**src/rtl/rpdf_pkg.sv**
```systemverilog
// Package for the reliable packet dedup and forward unit.
// Holds the character codes, action codes and the structs shared between modules.
// No dependencies.
package rpdf_pkg;

    // Header characters.
    localparam logic [7:0] CH_FORWARD = 8'h46;  // 'F'
    localparam logic [7:0] CH_BATTERY = 8'h42;  // 'B'
    localparam logic [7:0] CH_TEMP    = 8'h54;  // 'T'
    localparam logic [7:0] CH_ZERO    = 8'h30;  // '0'
    localparam logic [7:0] CH_ONE     = 8'h31;  // '1'

    // Side length of the child grid; digit values at or above it are rejected unless they match this node's address.
    localparam int unsigned CHILD_GRID = 10;

    // Configuration register indexes (byte address is four times the index).
    localparam logic REG_OWN_ADDR_HIGH = 1'b0;
    localparam logic REG_OWN_ADDR_LOW  = 1'b1;

    typedef enum logic [2:0] {
        ACT_DUPLICATE  = 3'd0,
        ACT_LOCAL      = 3'd1,
        ACT_CHILD      = 3'd2,
        ACT_PARENT     = 3'd3,
        ACT_BAD_CHILD  = 3'd4
    } action_t;

    typedef struct packed {
        logic [7:0] own_addr_high;
        logic [7:0] own_addr_low;
    } cfg_t;

    typedef struct packed {
        logic [15:0] src_addr;
        logic [7:0]  seq_num;
        logic [7:0]  kind_byte;
        logic [7:0]  row_char;
        logic [7:0]  col_char;
        logic [7:0]  channel_char;
        logic [7:0]  value_char;
    } in_item_t;

    typedef struct packed {
        action_t    action;
        logic [3:0] forward_row;
        logic [3:0] forward_col;
        logic       battery_subscribed;
        logic       temp_subscribed;
    } out_item_t;

    // Lookup result of the history table for the request under work.
    typedef struct packed {
        logic hit;
        logic dup;
    } hist_status_t;

endpackage

```
**src/rtl/rpdf_in_if.sv**
```systemverilog
// Request channel of the reliable packet dedup and forward unit.
// Carries one received packet header with valid/ready handshake; no dependencies.
interface rpdf_in_if;
    logic        valid;
    logic        ready;
    logic [15:0] src_addr;
    logic [7:0]  seq_num;
    logic [7:0]  kind_byte;
    logic [7:0]  row_char;
    logic [7:0]  col_char;
    logic [7:0]  channel_char;
    logic [7:0]  value_char;

    modport source (
        output valid, src_addr, seq_num, kind_byte, row_char, col_char,
               channel_char, value_char,
        input  ready
    );

    modport sink (
        input  valid, src_addr, seq_num, kind_byte, row_char, col_char,
               channel_char, value_char,
        output ready
    );
endinterface

```
**src/rtl/rpdf_out_if.sv**
```systemverilog
// Result channel of the reliable packet dedup and forward unit.
// Carries one routing decision with valid/ready handshake; no dependencies.
interface rpdf_out_if;
    logic       valid;
    logic       ready;
    logic [2:0] action;
    logic [3:0] forward_row;
    logic [3:0] forward_col;
    logic       battery_subscribed;
    logic       temp_subscribed;

    modport source (
        output valid, action, forward_row, forward_col, battery_subscribed,
               temp_subscribed,
        input  ready
    );

    modport sink (
        input  valid, action, forward_row, forward_col, battery_subscribed,
               temp_subscribed,
        output ready
    );
endinterface

```
**src/rtl/reliable_packet_dedup_and_forward_unit.sv**
```systemverilog
// Reliable packet dedup and forward unit: a request passes the input register,
// then the result register, before its result is valid; one request per cycle
// while the receiver takes results. Throughput is set by the history match and
// update, which finishes before the next request reaches the decision logic.
// rst_n clears the history valid bits, the refill pointer, the subscription
// flags, the own-address registers and both pipeline valid bits; no clearing pass.
module reliable_packet_dedup_and_forward_unit
#(
    parameter int unsigned HISTORY_DEPTH = 10
)
(
    input  logic              clk,
    input  logic              rst_n,
    rpdf_in_if.sink           in_ch,
    rpdf_out_if.source        out_ch,
    input  logic              psel,
    input  logic              penable,
    input  logic              pwrite,
    input  logic [2:0]        paddr,
    input  logic [31:0]       pwdata,
    output logic [31:0]       prdata,
    output logic              pready
);

    rpdf_pkg::cfg_t           cfg;
    rpdf_pkg::hist_status_t   hist_status;

    // Input stage: holds one accepted request until the decision logic takes it.
    logic                     in_valid_reg;
    logic                     in_valid_next;
    rpdf_pkg::in_item_t       in_item_reg;

    // Result stage.
    logic                     out_valid_reg;
    logic                     out_valid_next;
    rpdf_pkg::out_item_t      out_item_reg;
    rpdf_pkg::out_item_t      out_item_next;

    // Subscription flags.
    logic                     battery_flag_reg;
    logic                     battery_flag_next;
    logic                     temp_flag_reg;
    logic                     temp_flag_next;

    logic                     in_take;
    logic                     advance;

    logic                     row_ok;
    logic                     col_ok;
    logic [7:0]               row_val;
    logic [7:0]               col_val;
    logic                     to_self;
    logic                     to_child;

    rpdf_apb_regs u_regs
    (
        .clk     (clk),
        .rst_n   (rst_n),
        .psel    (psel),
        .penable (penable),
        .pwrite  (pwrite),
        .paddr   (paddr),
        .pwdata  (pwdata),
        .prdata  (prdata),
        .pready  (pready),
        .cfg     (cfg)
    );

    // The request in the input stage is decided when the result register is
    // empty or its current result is being taken in the same cycle. The
    // history is updated at that same edge, so the next request sees it.
    assign advance      = in_valid_reg && (!out_valid_reg || out_ch.ready);
    assign in_ch.ready  = !in_valid_reg || advance;
    assign in_take      = in_ch.valid && in_ch.ready;

    rpdf_history #(
        .HISTORY_DEPTH (HISTORY_DEPTH)
    ) u_history
    (
        .clk           (clk),
        .rst_n         (rst_n),
        .lookup_sender (in_item_reg.src_addr),
        .lookup_seq    (in_item_reg.seq_num),
        .commit        (advance),
        .status        (hist_status)
    );

    // Target digits are the characters minus '0'; a character below '0' is
    // never a valid digit, and the subtraction cannot wrap once it is checked.
    assign row_ok   = in_item_reg.row_char >= rpdf_pkg::CH_ZERO;
    assign col_ok   = in_item_reg.col_char >= rpdf_pkg::CH_ZERO;
    assign row_val  = in_item_reg.row_char - rpdf_pkg::CH_ZERO;
    assign col_val  = in_item_reg.col_char - rpdf_pkg::CH_ZERO;
    assign to_self  = row_ok && col_ok && (row_val == cfg.own_addr_high)
                      && (col_val == cfg.own_addr_low);
    assign to_child = row_ok && col_ok && (row_val < 8'(rpdf_pkg::CHILD_GRID))
                      && (col_val < 8'(rpdf_pkg::CHILD_GRID));

    always_comb
    begin
        battery_flag_next         = battery_flag_reg;
        temp_flag_next            = temp_flag_reg;
        out_item_next.forward_row = 4'd0;
        out_item_next.forward_col = 4'd0;

        priority if (hist_status.dup)
        begin
            // A repeated sequence number from a known sender changes nothing.
            out_item_next.action = rpdf_pkg::ACT_DUPLICATE;
        end
        else if (in_item_reg.kind_byte != rpdf_pkg::CH_FORWARD)
        begin
            out_item_next.action = rpdf_pkg::ACT_PARENT;
        end
        else if (to_self)
        begin
            // A command for this node: an unknown channel or value is still
            // consumed but leaves both flags alone.
            out_item_next.action = rpdf_pkg::ACT_LOCAL;
            if (in_item_reg.channel_char == rpdf_pkg::CH_BATTERY)
            begin
                if (in_item_reg.value_char == rpdf_pkg::CH_ZERO)
                    battery_flag_next = 1'b0;
                else if (in_item_reg.value_char == rpdf_pkg::CH_ONE)
                    battery_flag_next = 1'b1;
            end
            else if (in_item_reg.channel_char == rpdf_pkg::CH_TEMP)
            begin
                if (in_item_reg.value_char == rpdf_pkg::CH_ZERO)
                    temp_flag_next = 1'b0;
                else if (in_item_reg.value_char == rpdf_pkg::CH_ONE)
                    temp_flag_next = 1'b1;
            end
        end
        else if (to_child)
        begin
            out_item_next.action      = rpdf_pkg::ACT_CHILD;
            out_item_next.forward_row = row_val[3:0];
            out_item_next.forward_col = col_val[3:0];
        end
        else
        begin
            // A digit outside the grid is flagged rather than routed.
            out_item_next.action = rpdf_pkg::ACT_BAD_CHILD;
        end

        out_item_next.battery_subscribed = battery_flag_next;
        out_item_next.temp_subscribed    = temp_flag_next;
    end

    always_comb
    begin
        in_valid_next = in_take ? 1'b1 : (advance ? 1'b0 : in_valid_reg);
        if (advance)
            out_valid_next = 1'b1;
        else if (out_ch.ready)
            out_valid_next = 1'b0;
        else
            out_valid_next = out_valid_reg;
    end

    always_ff @(posedge clk or negedge rst_n)
    begin
        if (!rst_n)
        begin
            in_valid_reg     <= 1'b0;
            out_valid_reg    <= 1'b0;
            battery_flag_reg <= 1'b0;
            temp_flag_reg    <= 1'b0;
        end
        else
        begin
            in_valid_reg  <= in_valid_next;
            out_valid_reg <= out_valid_next;
            if (advance)
            begin
                battery_flag_reg <= battery_flag_next;
                temp_flag_reg    <= temp_flag_next;
            end
        end
    end

    // Payload registers load only on their handshakes and need no reset.
    always_ff @(posedge clk)
    begin
        if (in_take)
        begin
            in_item_reg.src_addr     <= in_ch.src_addr;
            in_item_reg.seq_num      <= in_ch.seq_num;
            in_item_reg.kind_byte    <= in_ch.kind_byte;
            in_item_reg.row_char     <= in_ch.row_char;
            in_item_reg.col_char     <= in_ch.col_char;
            in_item_reg.channel_char <= in_ch.channel_char;
            in_item_reg.value_char   <= in_ch.value_char;
        end
        if (advance)
            out_item_reg <= out_item_next;
    end

    assign out_ch.valid              = out_valid_reg;
    assign out_ch.action             = out_item_reg.action;
    assign out_ch.forward_row        = out_item_reg.forward_row;
    assign out_ch.forward_col        = out_item_reg.forward_col;
    assign out_ch.battery_subscribed = out_item_reg.battery_subscribed;
    assign out_ch.temp_subscribed    = out_item_reg.temp_subscribed;

endmodule

```
**src/rtl/rpdf_apb_regs.sv**
```systemverilog
// APB configuration registers: this node's two address bytes.
// Depends on rpdf_pkg.
module rpdf_apb_regs
(
    input  logic              clk,
    input  logic              rst_n,
    input  logic              psel,
    input  logic              penable,
    input  logic              pwrite,
    input  logic [2:0]        paddr,
    input  logic [31:0]       pwdata,
    output logic [31:0]       prdata,
    output logic              pready,
    output rpdf_pkg::cfg_t    cfg
);

    logic [7:0] own_addr_high_reg;
    logic [7:0] own_addr_low_reg;
    logic       wr_en;

    assign pready = 1'b1;
    assign wr_en  = psel && penable && pwrite;

    always_ff @(posedge clk or negedge rst_n)
    begin
        if (!rst_n)
        begin
            own_addr_high_reg <= 8'd0;
            own_addr_low_reg  <= 8'd0;
        end
        else if (wr_en)
        begin
            unique case (paddr[2])
                rpdf_pkg::REG_OWN_ADDR_HIGH: own_addr_high_reg <= pwdata[7:0];
                rpdf_pkg::REG_OWN_ADDR_LOW:  own_addr_low_reg  <= pwdata[7:0];
                default: ;
            endcase
        end
    end

    always_comb
    begin
        unique case (paddr[2])
            rpdf_pkg::REG_OWN_ADDR_HIGH: prdata = {24'd0, own_addr_high_reg};
            rpdf_pkg::REG_OWN_ADDR_LOW:  prdata = {24'd0, own_addr_low_reg};
            default:                     prdata = 32'd0;
        endcase
    end

    assign cfg.own_addr_high = own_addr_high_reg;
    assign cfg.own_addr_low  = own_addr_low_reg;

endmodule

```
**src/rtl/rpdf_history.sv**
```systemverilog
// Sender history table: parallel sender match, duplicate check and round-robin refill.
// Depends on rpdf_pkg.
module rpdf_history
#(
    parameter int unsigned HISTORY_DEPTH = 10
)
(
    input  logic                   clk,
    input  logic                   rst_n,
    input  logic [15:0]            lookup_sender,
    input  logic [7:0]             lookup_seq,
    input  logic                   commit,
    output rpdf_pkg::hist_status_t status
);

    localparam int unsigned SLOT_W = (HISTORY_DEPTH > 1) ? $clog2(HISTORY_DEPTH) : 1;
    localparam logic [SLOT_W-1:0] LAST_SLOT = SLOT_W'(HISTORY_DEPTH - 1);

    logic [15:0]              hist_sender_reg [HISTORY_DEPTH];
    logic [7:0]               hist_seq_reg    [HISTORY_DEPTH];
    logic [HISTORY_DEPTH-1:0] hist_valid_reg;
    logic [HISTORY_DEPTH-1:0] hist_valid_next;
    logic [SLOT_W-1:0]        oldest_slot_reg;
    logic [SLOT_W-1:0]        oldest_slot_next;

    logic [HISTORY_DEPTH-1:0] match;
    logic [7:0]               hit_seq;

    // Stored senders are unique among valid entries, so at most one entry
    // matches and the stored sequence number can be gathered by OR.
    always_comb
    begin
        hit_seq = 8'd0;
        for (int i = 0; i < HISTORY_DEPTH; i++)
        begin
            match[i] = hist_valid_reg[i] && (hist_sender_reg[i] == lookup_sender);
            hit_seq  = hit_seq | (match[i] ? hist_seq_reg[i] : 8'd0);
        end
    end

    assign status.hit = |match;
    assign status.dup = (|match) && (hit_seq == lookup_seq);

    always_comb
    begin
        hist_valid_next  = hist_valid_reg;
        oldest_slot_next = oldest_slot_reg;
        if (commit && !status.hit)
        begin
            hist_valid_next[oldest_slot_reg] = 1'b1;
            oldest_slot_next = (oldest_slot_reg == LAST_SLOT) ? '0 : oldest_slot_reg + 1'b1;
        end
    end

    always_ff @(posedge clk or negedge rst_n)
    begin
        if (!rst_n)
        begin
            hist_valid_reg  <= '0;
            oldest_slot_reg <= '0;
        end
        else
        begin
            hist_valid_reg  <= hist_valid_next;
            oldest_slot_reg <= oldest_slot_next;
        end
    end

    always_ff @(posedge clk)
    begin
        for (int i = 0; i < HISTORY_DEPTH; i++)
        begin
            if (commit && !status.hit && (oldest_slot_reg == SLOT_W'(i)))
            begin
                hist_sender_reg[i] <= lookup_sender;
                hist_seq_reg[i]    <= lookup_seq;
            end
            else if (commit && match[i] && !status.dup)
            begin
                hist_seq_reg[i] <= lookup_seq;
            end
        end
    end

endmodule

```
**src/flat_wrapper.sv**
```systemverilog
// flat-port wrapper written by rule: the top's interface ports become plain ports
module reliable_packet_dedup_and_forward_unit_flat 
#(
    parameter int unsigned HISTORY_DEPTH = 10
)
  (clk, rst_n, psel, penable, pwrite, paddr, pwdata, prdata, pready, in_ch_valid, in_ch_src_addr, in_ch_seq_num, in_ch_kind_byte, in_ch_row_char, in_ch_col_char, in_ch_channel_char, in_ch_value_char, in_ch_ready, out_ch_valid, out_ch_action, out_ch_forward_row, out_ch_forward_col, out_ch_battery_subscribed, out_ch_temp_subscribed, out_ch_ready);
  rpdf_in_if in_ch_i ();
  rpdf_out_if out_ch_i ();
  input  logic clk;
  input  logic rst_n;
  input  logic psel;
  input  logic penable;
  input  logic pwrite;
  input  logic [2:0] paddr;
  input  logic [31:0] pwdata;
  output logic [31:0] prdata;
  output logic pready;
  input wire logic [$bits(in_ch_i.valid)-1:0] in_ch_valid;
  input wire logic [$bits(in_ch_i.src_addr)-1:0] in_ch_src_addr;
  input wire logic [$bits(in_ch_i.seq_num)-1:0] in_ch_seq_num;
  input wire logic [$bits(in_ch_i.kind_byte)-1:0] in_ch_kind_byte;
  input wire logic [$bits(in_ch_i.row_char)-1:0] in_ch_row_char;
  input wire logic [$bits(in_ch_i.col_char)-1:0] in_ch_col_char;
  input wire logic [$bits(in_ch_i.channel_char)-1:0] in_ch_channel_char;
  input wire logic [$bits(in_ch_i.value_char)-1:0] in_ch_value_char;
  output wire logic [$bits(in_ch_i.ready)-1:0] in_ch_ready;
  output wire logic [$bits(out_ch_i.valid)-1:0] out_ch_valid;
  output wire logic [$bits(out_ch_i.action)-1:0] out_ch_action;
  output wire logic [$bits(out_ch_i.forward_row)-1:0] out_ch_forward_row;
  output wire logic [$bits(out_ch_i.forward_col)-1:0] out_ch_forward_col;
  output wire logic [$bits(out_ch_i.battery_subscribed)-1:0] out_ch_battery_subscribed;
  output wire logic [$bits(out_ch_i.temp_subscribed)-1:0] out_ch_temp_subscribed;
  input wire logic [$bits(out_ch_i.ready)-1:0] out_ch_ready;
  assign in_ch_i.valid = in_ch_valid;
  assign in_ch_i.src_addr = in_ch_src_addr;
  assign in_ch_i.seq_num = in_ch_seq_num;
  assign in_ch_i.kind_byte = in_ch_kind_byte;
  assign in_ch_i.row_char = in_ch_row_char;
  assign in_ch_i.col_char = in_ch_col_char;
  assign in_ch_i.channel_char = in_ch_channel_char;
  assign in_ch_i.value_char = in_ch_value_char;
  assign in_ch_ready = in_ch_i.ready;
  assign out_ch_valid = out_ch_i.valid;
  assign out_ch_action = out_ch_i.action;
  assign out_ch_forward_row = out_ch_i.forward_row;
  assign out_ch_forward_col = out_ch_i.forward_col;
  assign out_ch_battery_subscribed = out_ch_i.battery_subscribed;
  assign out_ch_temp_subscribed = out_ch_i.temp_subscribed;
  assign out_ch_i.ready = out_ch_ready;
  reliable_packet_dedup_and_forward_unit #(.HISTORY_DEPTH(HISTORY_DEPTH)) u_core (.clk(clk), .rst_n(rst_n), .in_ch(in_ch_i), .out_ch(out_ch_i), .psel(psel), .penable(penable), .pwrite(pwrite), .paddr(paddr), .pwdata(pwdata), .prdata(prdata), .pready(pready));
endmodule
```
**config.mk**
```make
export PLATFORM = sky130hd
export DESIGN_NAME = reliable_packet_dedup_and_forward_unit_flat
export DESIGN_NICKNAME = d
export VERILOG_FILES = /design/src/rtl/rpdf_pkg.sv /design/src/rtl/rpdf_in_if.sv /design/src/rtl/rpdf_out_if.sv /design/src/rtl/reliable_packet_dedup_and_forward_unit.sv /design/src/rtl/rpdf_apb_regs.sv /design/src/rtl/rpdf_history.sv /design/src/flat_wrapper.sv
export SDC_FILE = /design/constraint.sdc
export NUM_CORES = 1
export LEC_CHECK = 0
export ABC_CLOCK_PERIOD_IN_PS = 5900
export CAP_MARGIN = 20
export CORE_MARGIN = 2
export CORE_UTILIZATION = 65
export DETAILED_ROUTE_END_ITERATION = 10
export DONT_BUFFER_PORTS = 1
export PLACE_DENSITY = 0.81
export SLEW_MARGIN = 5
export SYNTH_ARGS = -nofsm -noshare
export SYNTH_HDL_FRONTEND = slang
export SYNTH_HIERARCHICAL = 1
export SYNTH_SLANG_ARGS = --single-unit
```
**constraint.sdc**
```tcl
create_clock -name clk -period 5.9 [get_ports clk]
set_clock_uncertainty 0.15 [all_clocks]
set_input_delay 0.295 -clock clk [delete_from_list [all_inputs] [get_ports clk]]
set_output_delay 0.295 -clock clk [all_outputs]
set_load 0.02 [all_outputs]
```
== Yosys cells after proc, flatten, opt, wreduce, memory -nomap -nowiden ==
Memory sizes are Yosys's and may differ from the RTL's.
Cells that the tools add are included.

* $add $sub $neg: 3
* Order comparisons: 6
* Eq/ne operators: 27
* Multiplexer cells: 121
* Bitwise gates (word level): 22
* Reduce and logical (&&, ||, !) cells: 75

{| class="wikitable"
|+ Operators by type and width
! operator !! number
|-
| 16-bit == test || 10
|-
| 8-bit two-way mux || 20
|-
| 16-bit two-way mux || 9
|-
| 16-bit OR reduction || 9
|-
| 1-bit two-way mux || 77
|-
| 8-bit OR || 9
|-
| 32-bit one-hot mux with 2 select lines || 1
|-
| 1-bit logical AND || 52
|-
| 4-bit two-way mux || 10
|-
| 8-bit == test || 3
|-
| 4-bit by 3-bit == test with 1-bit output (second input constant) || 4
|-
| 8-bit by 6-bit == test with 1-bit output (second input constant) || 2
|-
| 8-bit by 7-bit == test with 1-bit output (second input constant) || 2
|-
| 8-bit by 6-bit greater-or-equal comparator with 1-bit output (second input constant) || 2
|-
| 8-bit by 4-bit < comparator with 1-bit output (second input constant) || 2
|-
| 8-bit by 6-bit subtractor with 8-bit output (second input constant) || 2
|-
| 1-bit OR || 10
|-
| 10-bit OR || 1
|-
| 10-bit OR reduction || 1
|-
| 4-bit by 2-bit == test with 1-bit output (second input constant) || 2
|-
| 4-bit == test (second input constant) || 2
|-
| 8-bit by 7-bit inequality test with 1-bit output (second input constant) || 1
|-
| 4-bit by 5-bit < comparator with 1-bit output (second input constant) || 1
|-
| 4-bit by 1-bit adder with 4-bit output (second input constant) || 1
|-
| 13 further kinds || 21
|}

* Flip-flop bits (word level): 111
* Bits in writable memories: 240
* Bits of input ports: 106
* Output and inout port bits: 48
* Word-level logic and storage cells: 277
* Memories kept: 2

{| class="wikitable"
|+ Memories
! name !! words !! width !! rd ports !! clocked after memory_dff !! wr ports !! RTL line !! text
|-
| u_core.u_history.hist_sender_reg || 10 || 16 || 10 || 0 || 1 || rpdf_history.sv:19 || <nowiki>logic [15:0] hist_sender_reg [HISTORY_DEPTH];</nowiki>
|-
| u_core.u_history.hist_seq_reg || 10 || 8 || 10 || 0 || 10 || rpdf_history.sv:20 || <nowiki>logic [7:0] hist_seq_reg [HISTORY_DEPTH];</nowiki>
|}

== Logic depth before layout (Yosys ltp) ==
Gate-level depths: netlist (run 1).
An unclocked memory read counts as a cell.

* Depth after elaboration: 21
* Gate-level depth with buffers: 15
* Gate-level depth less buffers: 13

== By module ==
Netlist (run 1), hierarchy kept.

{| class="wikitable"
|+ By module, submodules not included
! module !! times used !! cells each !! area an instance (um^2) !! seq. area each (um^2)
|-
| rpdf_history || 1 || 746 || 11029.3 || 7557.2
|-
| reliable_packet_dedup_and_forward_unit || 1 || 189 || 3216.8 || 2412.3
|-
| rpdf_apb_regs || 1 || 70 || 922.1 || 400.4
|}

== Worst setup path after synthesis (run 1) ==
OpenSTA, ideal clock, no wires.

* Path type: flip-flop to flip-flop
* From: register u_core/in_item_reg[60] (netlist name)
* To: memory u_core.u_history.hist_seq_reg[5][0] (enable)
* Library setup time: 375 ps
* Arrival: 3450 ps
* Data required time: 5375 ps
* Setup slack: 1925 ps
* Stages on the path, launching flop included: 13
* Buffers on the path: 3
* Period minus slack after synthesis: 3975 ps
* Cells stage by stage: edfxtp_1 > buf_6 > xor2_1 > nor4_1 > and3_1 > buf_2 > and2_4 > or4b_4 > nor2_2 > and3_1 > buf_2 > nor3b_2 > o21bai_1

{| class="wikitable"
|+ RTL lines
! what !! RTL line !! text
|-
| from (decl) || reliable_packet_dedup_and_forward_unit.sv:31 || <nowiki>rpdf_pkg::in_item_t in_item_reg;</nowiki>
|-
| to (decl) || rpdf_history.sv:20 ||
|}

==> flow_metrics.py, run 1 <==
metrics = {
    "status": {
        "outcome": "completed",
    },
    "clock_tree": {
        "cts_buffers": 35,
        "clock_latency_late_sink_ns": 0.52,
        "tritoncts": "built",
        "cts_htree_levels": 2,
        "clk_transition_reported_paths_ns": 0.06,
        "cts_buffer_depth": 3,
        "clock-sinks": 351,
        "post_cts_buffers": 0,
        "clk_root_buffer_cell": "sky130_fd_sc_hd__clkbuf_16",
    },
    "setup_path": {
        "path_class": "flop to flop",
        "cp_slowest_cell": "sky130_fd_sc_hd__edfxtp_1",
        "cp_data_required_time_ns": 6.00,
        "worst_setup_path_start_kind": "flop",
        "cp_cell_sequence": "xnor2_1 > nand4_1 > nor4_2 > and3_1 > a2111oi_0 > and4b_1 > o22ai_1 > nor2_1 > o2111a_1 > nand3b_1 > and4b_1 > nand4_1 > mux2_1",
        "timing.critical_path.arrival_ns": 5.17,
        "critical_path.endpoint_type": "flop",
        "timing.critical_path.slowest_cell_delay_ns": 1.05,
        "critical_path_peak_fanout": 20,
    },
    "power": {
        "power.clock.fraction": 0.360,
        "internal_power_mw": 4.51,
        "power.leakage_nw": 5.92,
        "cellPowerDensity_nw_per_um2": 340,
        "power.net_switching_mw": 1.44,
        "design_power_total_mw": 5.95,
        "combinational_share_of_power": 0.107,
        "switch_share": 0.242,
        "max-vdd-ir-drop_mv": 0.379,
        "share_seq_of_total_power": 0.533,
    },
    "layout": {
        "multi_input_comb_area_um2": 4390,
        "largest_reg_flops": 160,
        "layout_area_growth_over_synthesis_pct": 15.4,
        "num-nets-final": 1247,
        "seq_area_um2": 10400,
        "filler_cell_count_in_the_final_layout": 1222,
        "layout-drive-gt1-share": 0.120,
        "antenna_cells_inserted": 0,
    },
    "global_routing": {
        "wire_length_of_the_first_global_routing_pass_um": 54000,
        "antenna_found_initial": 0,
        "gr-total-overflow": 0,
        "global_router_s_overall_resource_usage": 0.298,
        "maximum_number_of_pins_on_one_net_before_global_route_repair": 65,
        "via_count_of_the_first_global_routing_pass": 9601,
    },
    "logic_synthesis": {
        "yosys_most_used_dff": "sky130_fd_sc_hd__edfxtp_1",
        "synth.area.top_cells": "sky130_fd_sc_hd__edfxtp_1 63%, sky130_fd_sc_hd__xnor2_1 8.0%, sky130_fd_sc_hd__dfrtp_1 5.6%, sky130_fd_sc_hd__nand3_1 2.3%, sky130_fd_sc_hd__nand4_1 2.0%",
        "mean_instance_size_in_the_synthesized_netlist_um2": 15.1,
        "synthMostInstantiatedCell": "sky130_fd_sc_hd__edfxtp_1",
        "ys_ff_latch": 351,
        "synth_commonest_cells": "317 x sky130_fd_sc_hd__edfxtp_1, 138 x sky130_fd_sc_hd__xnor2_1, 69 x sky130_fd_sc_hd__nand3_1",
        "netlist_instances": 1005,
        "post_synth_edffs": 317,
        "yosysWarningCount": 6,
        "synth.cell_area_um2": 15200,
        "synth.distinct_cells": 77,
        "register_area_share_after_synthesis": 0.684,
        "synth-async-reset-ratio": 0.0969,
        "yosysTopAreaCell": "sky130_fd_sc_hd__edfxtp_1",
        "post-synth-top-area-fraction": 0.628,
    },
    "detailed_routing": {
        "drcViolationCount": 0,
        "antenna_violating_nets_post_route": 0,
        "num_vias": 9265,
        "wl_um": 35800,
        "drt_first_pass_iters": 5,
        "routed_wire_length_per_instance_um": 24.2,
        "route.detailed.vias_per_inst": 6.28,
        "detail_route.iter0.violations": 1123,
    },
    "sta": {
        "rsz_0062_raised_after_global_routing": "no",
        "timing_worst_slew_pin_value_ns": 1.06,
        "layout_worst_path_cycle_share": 0.859,
        "max_freq_ghz": 0.197,
        "fin_hold_ws_ns": 0.0498,
        "final_period_minus_worst_setup_slack_ns": 5.07,
        "final-setup-viol-count": 0,
        "setup_total_negative_slack_ns": 0,
        "final_max_slew_viol_count": 0,
        "finalHoldViolCount": 0,
        "max-slew-margin-rel": 0.291,
    },
    "die": {
        "effective_utilization_at_floorplan": 0.666,
        "die_h_um": 157,
        "chipWidth_um": 157,
        "die-area_um2": 24600,
        "number_of_top_level_pins": 154,
        "cell_rows": 55,
        "design.core.area_um2": 22800,
    },
    "placed_design": {
        "gp_congestion": 0.877,
        "post-dp-hpwl_um": 20600,
        "number_of_buffer_cells_added_on_primary_ports": 0,
    },
    "worst_hold_path": {
        "hold_path_class": "primary input to flop",
    },
    "job": {
        "max_cap_viol_count": 0,
    },
}
-- through the flow --
stage                util  cells  area [µm²]  setup slack [ns]
floorplan               -   1028       15300              1.93
global placement    0.682   1326       15500              1.19
detailed placement  0.682   1326       15500              1.08
CTS                 0.768   1476       17500              1.02
global route        0.768   1476       17500             0.660
finish              0.768   1476       17500             0.831
-- cells by family after synthesis --
kind of cell             count (synthesis)  synth area share
flip-flops                             351             0.684
AND/OR/NAND/NOR                        299             0.121
XOR/XNOR                               172             0.101
buffers and inverters                   79            0.0328
AO/OA/AOI/OAI                           68            0.0356
multiplexers                            30            0.0223
adder cells (fa/ha/maj)                  4           0.00330
other                                    2          0.000495
-- layout make-up --
class | instances | share of cell area
sequential | 351 | 0.592
timing repair buffer | 122 | 0.0653
inverter | 29 | 0.00622
multi-input combinational | 598 | 0.251
tap | 313 | 0.0224
clock buffer | 51 | 0.0565
clock inverter | 12 | 0.00608
-- layer usage --
layer	global-route usage	up-vias	wire length, µm	share of wire
met1	0.386	4563	13400	0.37
li1	-	4020	-	-
met4	0.120	0	1130	0.032
met2	0.492	580	17800	0.50
met5	0	-	0	0
met3	0.0681	102	3480	0.097
-- critical path, delay by kind of cell (launching register included) --
family,cells,cell delay (ns)
multiplexers,1,0.39
AND/OR/NAND/NOR,8,2.31
XOR/XNOR,1,0.19
flip-flops,1,1.05
AO/OA/AOI/OAI,3,0.69
-- power by group through the flow --
| stage | Combinational, mW | Clock [mW] | Sequential (mW) |
|---|---|---|---|
| floorplan | 0.473 | 0 | 3.13 |
| global placement | 0.525 | 0 | 3.20 |
| detailed placement | 0.542 | 0 | 3.21 |
| CTS | 0.613 | 2.14 | 3.16 |
| global route | 0.683 | 2.25 | 3.20 |
| finish | 0.639 | 2.14 | 3.17 |
-- worst paths after layout --
check                                                   start                                 end  slack, ns  depth (start not counted)
setup reg to reg                       u_core/in_item_reg[55]    u_core/out_ch.battery_subscribed       0.83                         13
setup / recovery                       u_core/in_item_reg[55]    u_core/out_ch.battery_subscribed       0.83                         13
hold reg to reg            u_core/u_history/hist_valid_reg[9]  u_core/u_history/hist_valid_reg[9]       0.32                          1
hold / removal                                   out_ch_ready                 u_core/in_valid_reg       0.05                          2
max in group asynchronous                               rst_n  u_core/u_history/hist_valid_reg[5]       5.19                          2
min in group asynchronous                               rst_n   u_core/u_regs/own_addr_low_reg[3]       0.21                          2
-- placed cells by master, fill, tap and decap left out, types with 5 or more instances in the layout --
cell type,synthesis,layout
sky130_fd_sc_hd__nand4_1,49,49
sky130_fd_sc_hd__nor2_1,21,21
sky130_fd_sc_hd__clkbuf_1,5,13
sky130_fd_sc_hd__o22ai_1,5,5
sky130_fd_sc_hd__a22oi_1,6,6
sky130_fd_sc_hd__a21oi_1,5,5
sky130_fd_sc_hd__nand3_1,69,69
sky130_fd_sc_hd__nor4_2,4,5
sky130_fd_sc_hd__nand2_1,27,27
sky130_fd_sc_hd__and2_1,16,15
sky130_fd_sc_hd__dfrtp_1,34,34
sky130_fd_sc_hd__xor2_1,32,32
sky130_fd_sc_hd__inv_1,29,29
sky130_fd_sc_hd__clkinv_1,0,5
sky130_fd_sc_hd__a22o_1,7,7
sky130_fd_sc_hd__mux2_2,26,26
sky130_fd_sc_hd__dlygate4sd3_1,0,86
sky130_fd_sc_hd__o21bai_1,7,7
sky130_fd_sc_hd__clkbuf_16,0,37
sky130_fd_sc_hd__conb_1,2,25
sky130_fd_sc_hd__buf_4,32,35
sky130_fd_sc_hd__edfxtp_1,317,317
sky130_fd_sc_hd__nand2b_1,13,13
sky130_fd_sc_hd__nor4_1,13,12
sky130_fd_sc_hd__xnor2_1,138,138
sky130_fd_sc_hd__nor3_1,24,24
sky130_fd_sc_hd__and3_1,10,10
-- repair_timing --
action / CTS / global route
resized for setup: 0 / 0
hold endpoints to repair: 116 / 0
hold buffers: 87 / 0
Note: power is estimated with default switching activity, not from simulation.
==> run 2, diff against run 1 <==
--- a/config.mk
+++ b/config.mk
@@ -7,12 +7,11 @@
 export LEC_CHECK = 0
 export ABC_CLOCK_PERIOD_IN_PS = 5900
 export CAP_MARGIN = 20
-export CORE_MARGIN = 2
 export CORE_UTILIZATION = 65
 export DETAILED_ROUTE_END_ITERATION = 10
 export DONT_BUFFER_PORTS = 1
 export PLACE_DENSITY = 0.81
-export SLEW_MARGIN = 5
+export RECOVER_POWER = 25
 export SYNTH_ARGS = -nofsm -noshare
 export SYNTH_HDL_FRONTEND = slang
 export SYNTH_HIERARCHICAL = 1
==> run 2 against run 1 <==
The flow now finishes with violations (capacitance limit, slew limit). Sequential power is essentially flat. Setup slack worse by 0.28 ns. Sequential share of layout area is 0.13 points higher. Clock power barely moved. Combinational power shrank 1%. Critical path depth grew 1. Die area decreased by 2.5%. Global-route usage up 1.1 points. Register-to-register slack got worse by 0.28 ns. Clock-buffer cell count up 6. Power about the same. Final cell count fell by 0.14%.
==> flow_metrics.py, run 2 (synthesized netlist as in run 1, its figures left out) <==
metrics = {
    "die": {
        "die_h_um": 155,
        "design.core.area_um2": 22800,
        "chipWidth_um": 155,
        "number_of_top_level_pins": 154,
        "cell_rows": 55,
        "die-area_um2": 24000,
        "effective_utilization_at_floorplan": 0.666,
    },
    "setup_path": {
        "critical_path_peak_fanout": 20,
        "path_class": "flop to flop",
        "timing.critical_path.arrival_ns": 5.46,
        "critical_path.startpoint": "u_core/in_item_reg[52]",
        "critical_path.endpoint_type": "flop",
        "r2r-start": "u_core/in_item_reg[52]",
        "worst_setup_path_start_kind": "flop",
        "cp_data_required_time_ns": 6.01,
    },
    "clock_tree": {
        "cts_buffers": 36,
        "cts_hold_repair.buffers": 83,
        "cts-resized-gates": 0,
        "tritoncts": "built",
        "clk_root_buffer_cell": "sky130_fd_sc_hd__clkbuf_16",
        "clock-sinks": 351,
        "clock_latency_late_sink_ns": 0.52,
        "cts_buffer_depth": 3,
        "cts_htree_levels": 2,
        "post_cts_buffers": 0,
        "clk_transition_reported_paths_ns": 0.07,
    },
    "global_routing": {
        "global_router_s_overall_resource_usage": 0.308,
        "maximum_number_of_pins_on_one_net_before_global_route_repair": 65,
        "gr-total-overflow": 0,
        "wire_length_of_the_first_global_routing_pass_um": 54600,
        "via_count_of_the_first_global_routing_pass": 9615,
        "antenna_found_initial": 0,
    },
    "detailed_routing": {
        "drcViolationCount": 0,
        "routed_wire_length_per_instance_um": 24.1,
        "wl_um": 35500,
        "antenna_violating_nets_post_route": 0,
        "detail_route.iter0.violations": 924,
        "drt_first_pass_iters": 5,
        "num_vias": 9230,
        "route.detailed.vias_per_inst": 6.26,
    },
    "layout": {
        "layout_area_growth_over_synthesis_pct": 15.1,
        "layout-drive-gt1-share": 0.122,
        "filler_cell_count_in_the_final_layout": 1214,
        "layout_commonest_cell": "sky130_fd_sc_hd__edfxtp_1",
        "antenna_cells_inserted": 0,
        "multi_input_comb_area_um2": 4390,
        "design_area_um2": 17500,
        "seq_area_um2": 10400,
        "largest_reg_flops": 160,
        "mostFrequentLayoutCells": "317 x sky130_fd_sc_hd__edfxtp_1, 138 x sky130_fd_sc_hd__xnor2_1, 82 x sky130_fd_sc_hd__dlygate4sd3_1, 69 x sky130_fd_sc_hd__nand3_1, 49 x sky130_fd_sc_hd__nand4_1",
        "num-nets-final": 1244,
    },
    "sta": {
        "fin_hold_ws_ns": 0.0443,
        "max-slew-margin-rel": -0.481,
        "finalHoldViolCount": 0,
        "layout_worst_path_cycle_share": 0.907,
        "final-setup-viol-count": 0,
        "worst_slack_ns": 0.548,
        "rsz_0062_raised_after_global_routing": "no",
        "max_freq_ghz": 0.187,
        "setup_total_negative_slack_ns": 0,
        "final_max_slew_viol_count": 35,
        "final_period_minus_worst_setup_slack_ns": 5.35,
        "timing_worst_slew_pin_value_ns": 2.22,
    },
    "worst_hold_path": {
        "hold_path_class": "primary input to flop",
        "worstHoldStart": "out_ch_ready",
    },
    "placed_design": {
        "number_of_buffer_cells_added_on_primary_ports": 0,
        "post-dp-hpwl_um": 20600,
        "dp_slack_ns": 1.06,
        "placement.cell_area_um2": 15500,
        "gp_congestion": 0.862,
    },
    "power": {
        "power.leakage_nw": 5.91,
        "max-vdd-ir-drop_mv": 0.274,
        "cellPowerDensity_nw_per_um2": 341,
    },
    "status": {
        "outcome": "finished with violations",
        "violations": "capacitance limit, slew limit",
    },
    "job": {
        "max_cap_viol_count": 1,
    },
}
## run 2: cell count changes in the layout (fill, tap and decap cells not counted), sizes merged
cell / change
dlygate4sd3: -4
buf: -2
clkinv: -3
clkbuf: +8
clkinvlp: -1
inv: +2
bufinv: -2
## run 2: report_power, final
group	leakage [nW]	switching, mW	total [mW]	internal, mW
combinational	2.06	0.360	0.630	0.271
sequential	3.30	0.193	3.17	2.98
clock	0.549	0.903	2.15	1.25
## run 2: critical path, stage by stage, from the launching register on
cell and delay (ns):
sky130_fd_sc_hd__edfxtp_1 0.32, sky130_fd_sc_hd__clkbuf_1 0.97, sky130_fd_sc_hd__inv_1 0.21, sky130_fd_sc_hd__a222oi_1 0.37, sky130_fd_sc_hd__and3_1 0.58, sky130_fd_sc_hd__nand3_1 0.15, sky130_fd_sc_hd__and4_1 0.23, sky130_fd_sc_hd__and4b_1 0.20
sky130_fd_sc_hd__o22ai_1 0.40, sky130_fd_sc_hd__nor2_1 0.12, sky130_fd_sc_hd__o2111a_1 0.25, sky130_fd_sc_hd__nand3b_1 0.23, sky130_fd_sc_hd__and4b_1 0.38, sky130_fd_sc_hd__nand4_1 0.14, sky130_fd_sc_hd__mux2_1 0.37
## run 2: final timing paths
kind | to | slack (ns) | cells after the start
setup reg to reg | u_core/out_ch.temp_subscribed | 0.55 | 14
setup / recovery | u_core/out_ch.temp_subscribed | 0.55 | 14
max in group asynchronous | u_core/u_history/hist_valid_reg[7] | 3.42 | 2
min in group asynchronous | u_core/u_history/hist_valid_reg[2] | 0.91 | 2
hold reg to reg | u_core/u_history/hist_valid_reg[0] | 0.32 | 1
hold / removal | u_core/in_valid_reg | 0.04 | 2
## run 2: cell type report
| type | count | area share |
|---|---|---|
| Sequential cell | 351 | 0.594 |
| Multi-Input combinational cell | 598 | 0.252 |
| Timing Repair Buffer | 118 | 0.0620 |
| Clock buffer | 57 | 0.0613 |
| Tap cell | 313 | 0.0224 |
| Inverter | 29 | 0.00623 |
| Clock inverter | 8 | 0.00258 |
## run 2: per-layer routing
layer / global-route usage / vias up / wire (µm)
li1: - / 4003 / -
met2: 0.529 / 559 / 18200
met5: 0 / - / 0
met3: 0.0588 / 89 / 3010
met1: 0.391 / 4579 / 13200
met4: 0.116 / 0 / 1060
## run 2: stage by stage
| step | power (mW) | cells | utilization |
|---|---|---|---|
| CTS | 5.93 | 1474 | 0.768 |
| detailed placement | 3.76 | 1326 | 0.682 |
| finish | 5.95 | 1474 | 0.767 |
| floorplan | 3.61 | 1028 | - |
| global placement | 3.72 | 1326 | 0.682 |
| global route | 6.13 | 1474 | 0.767 |
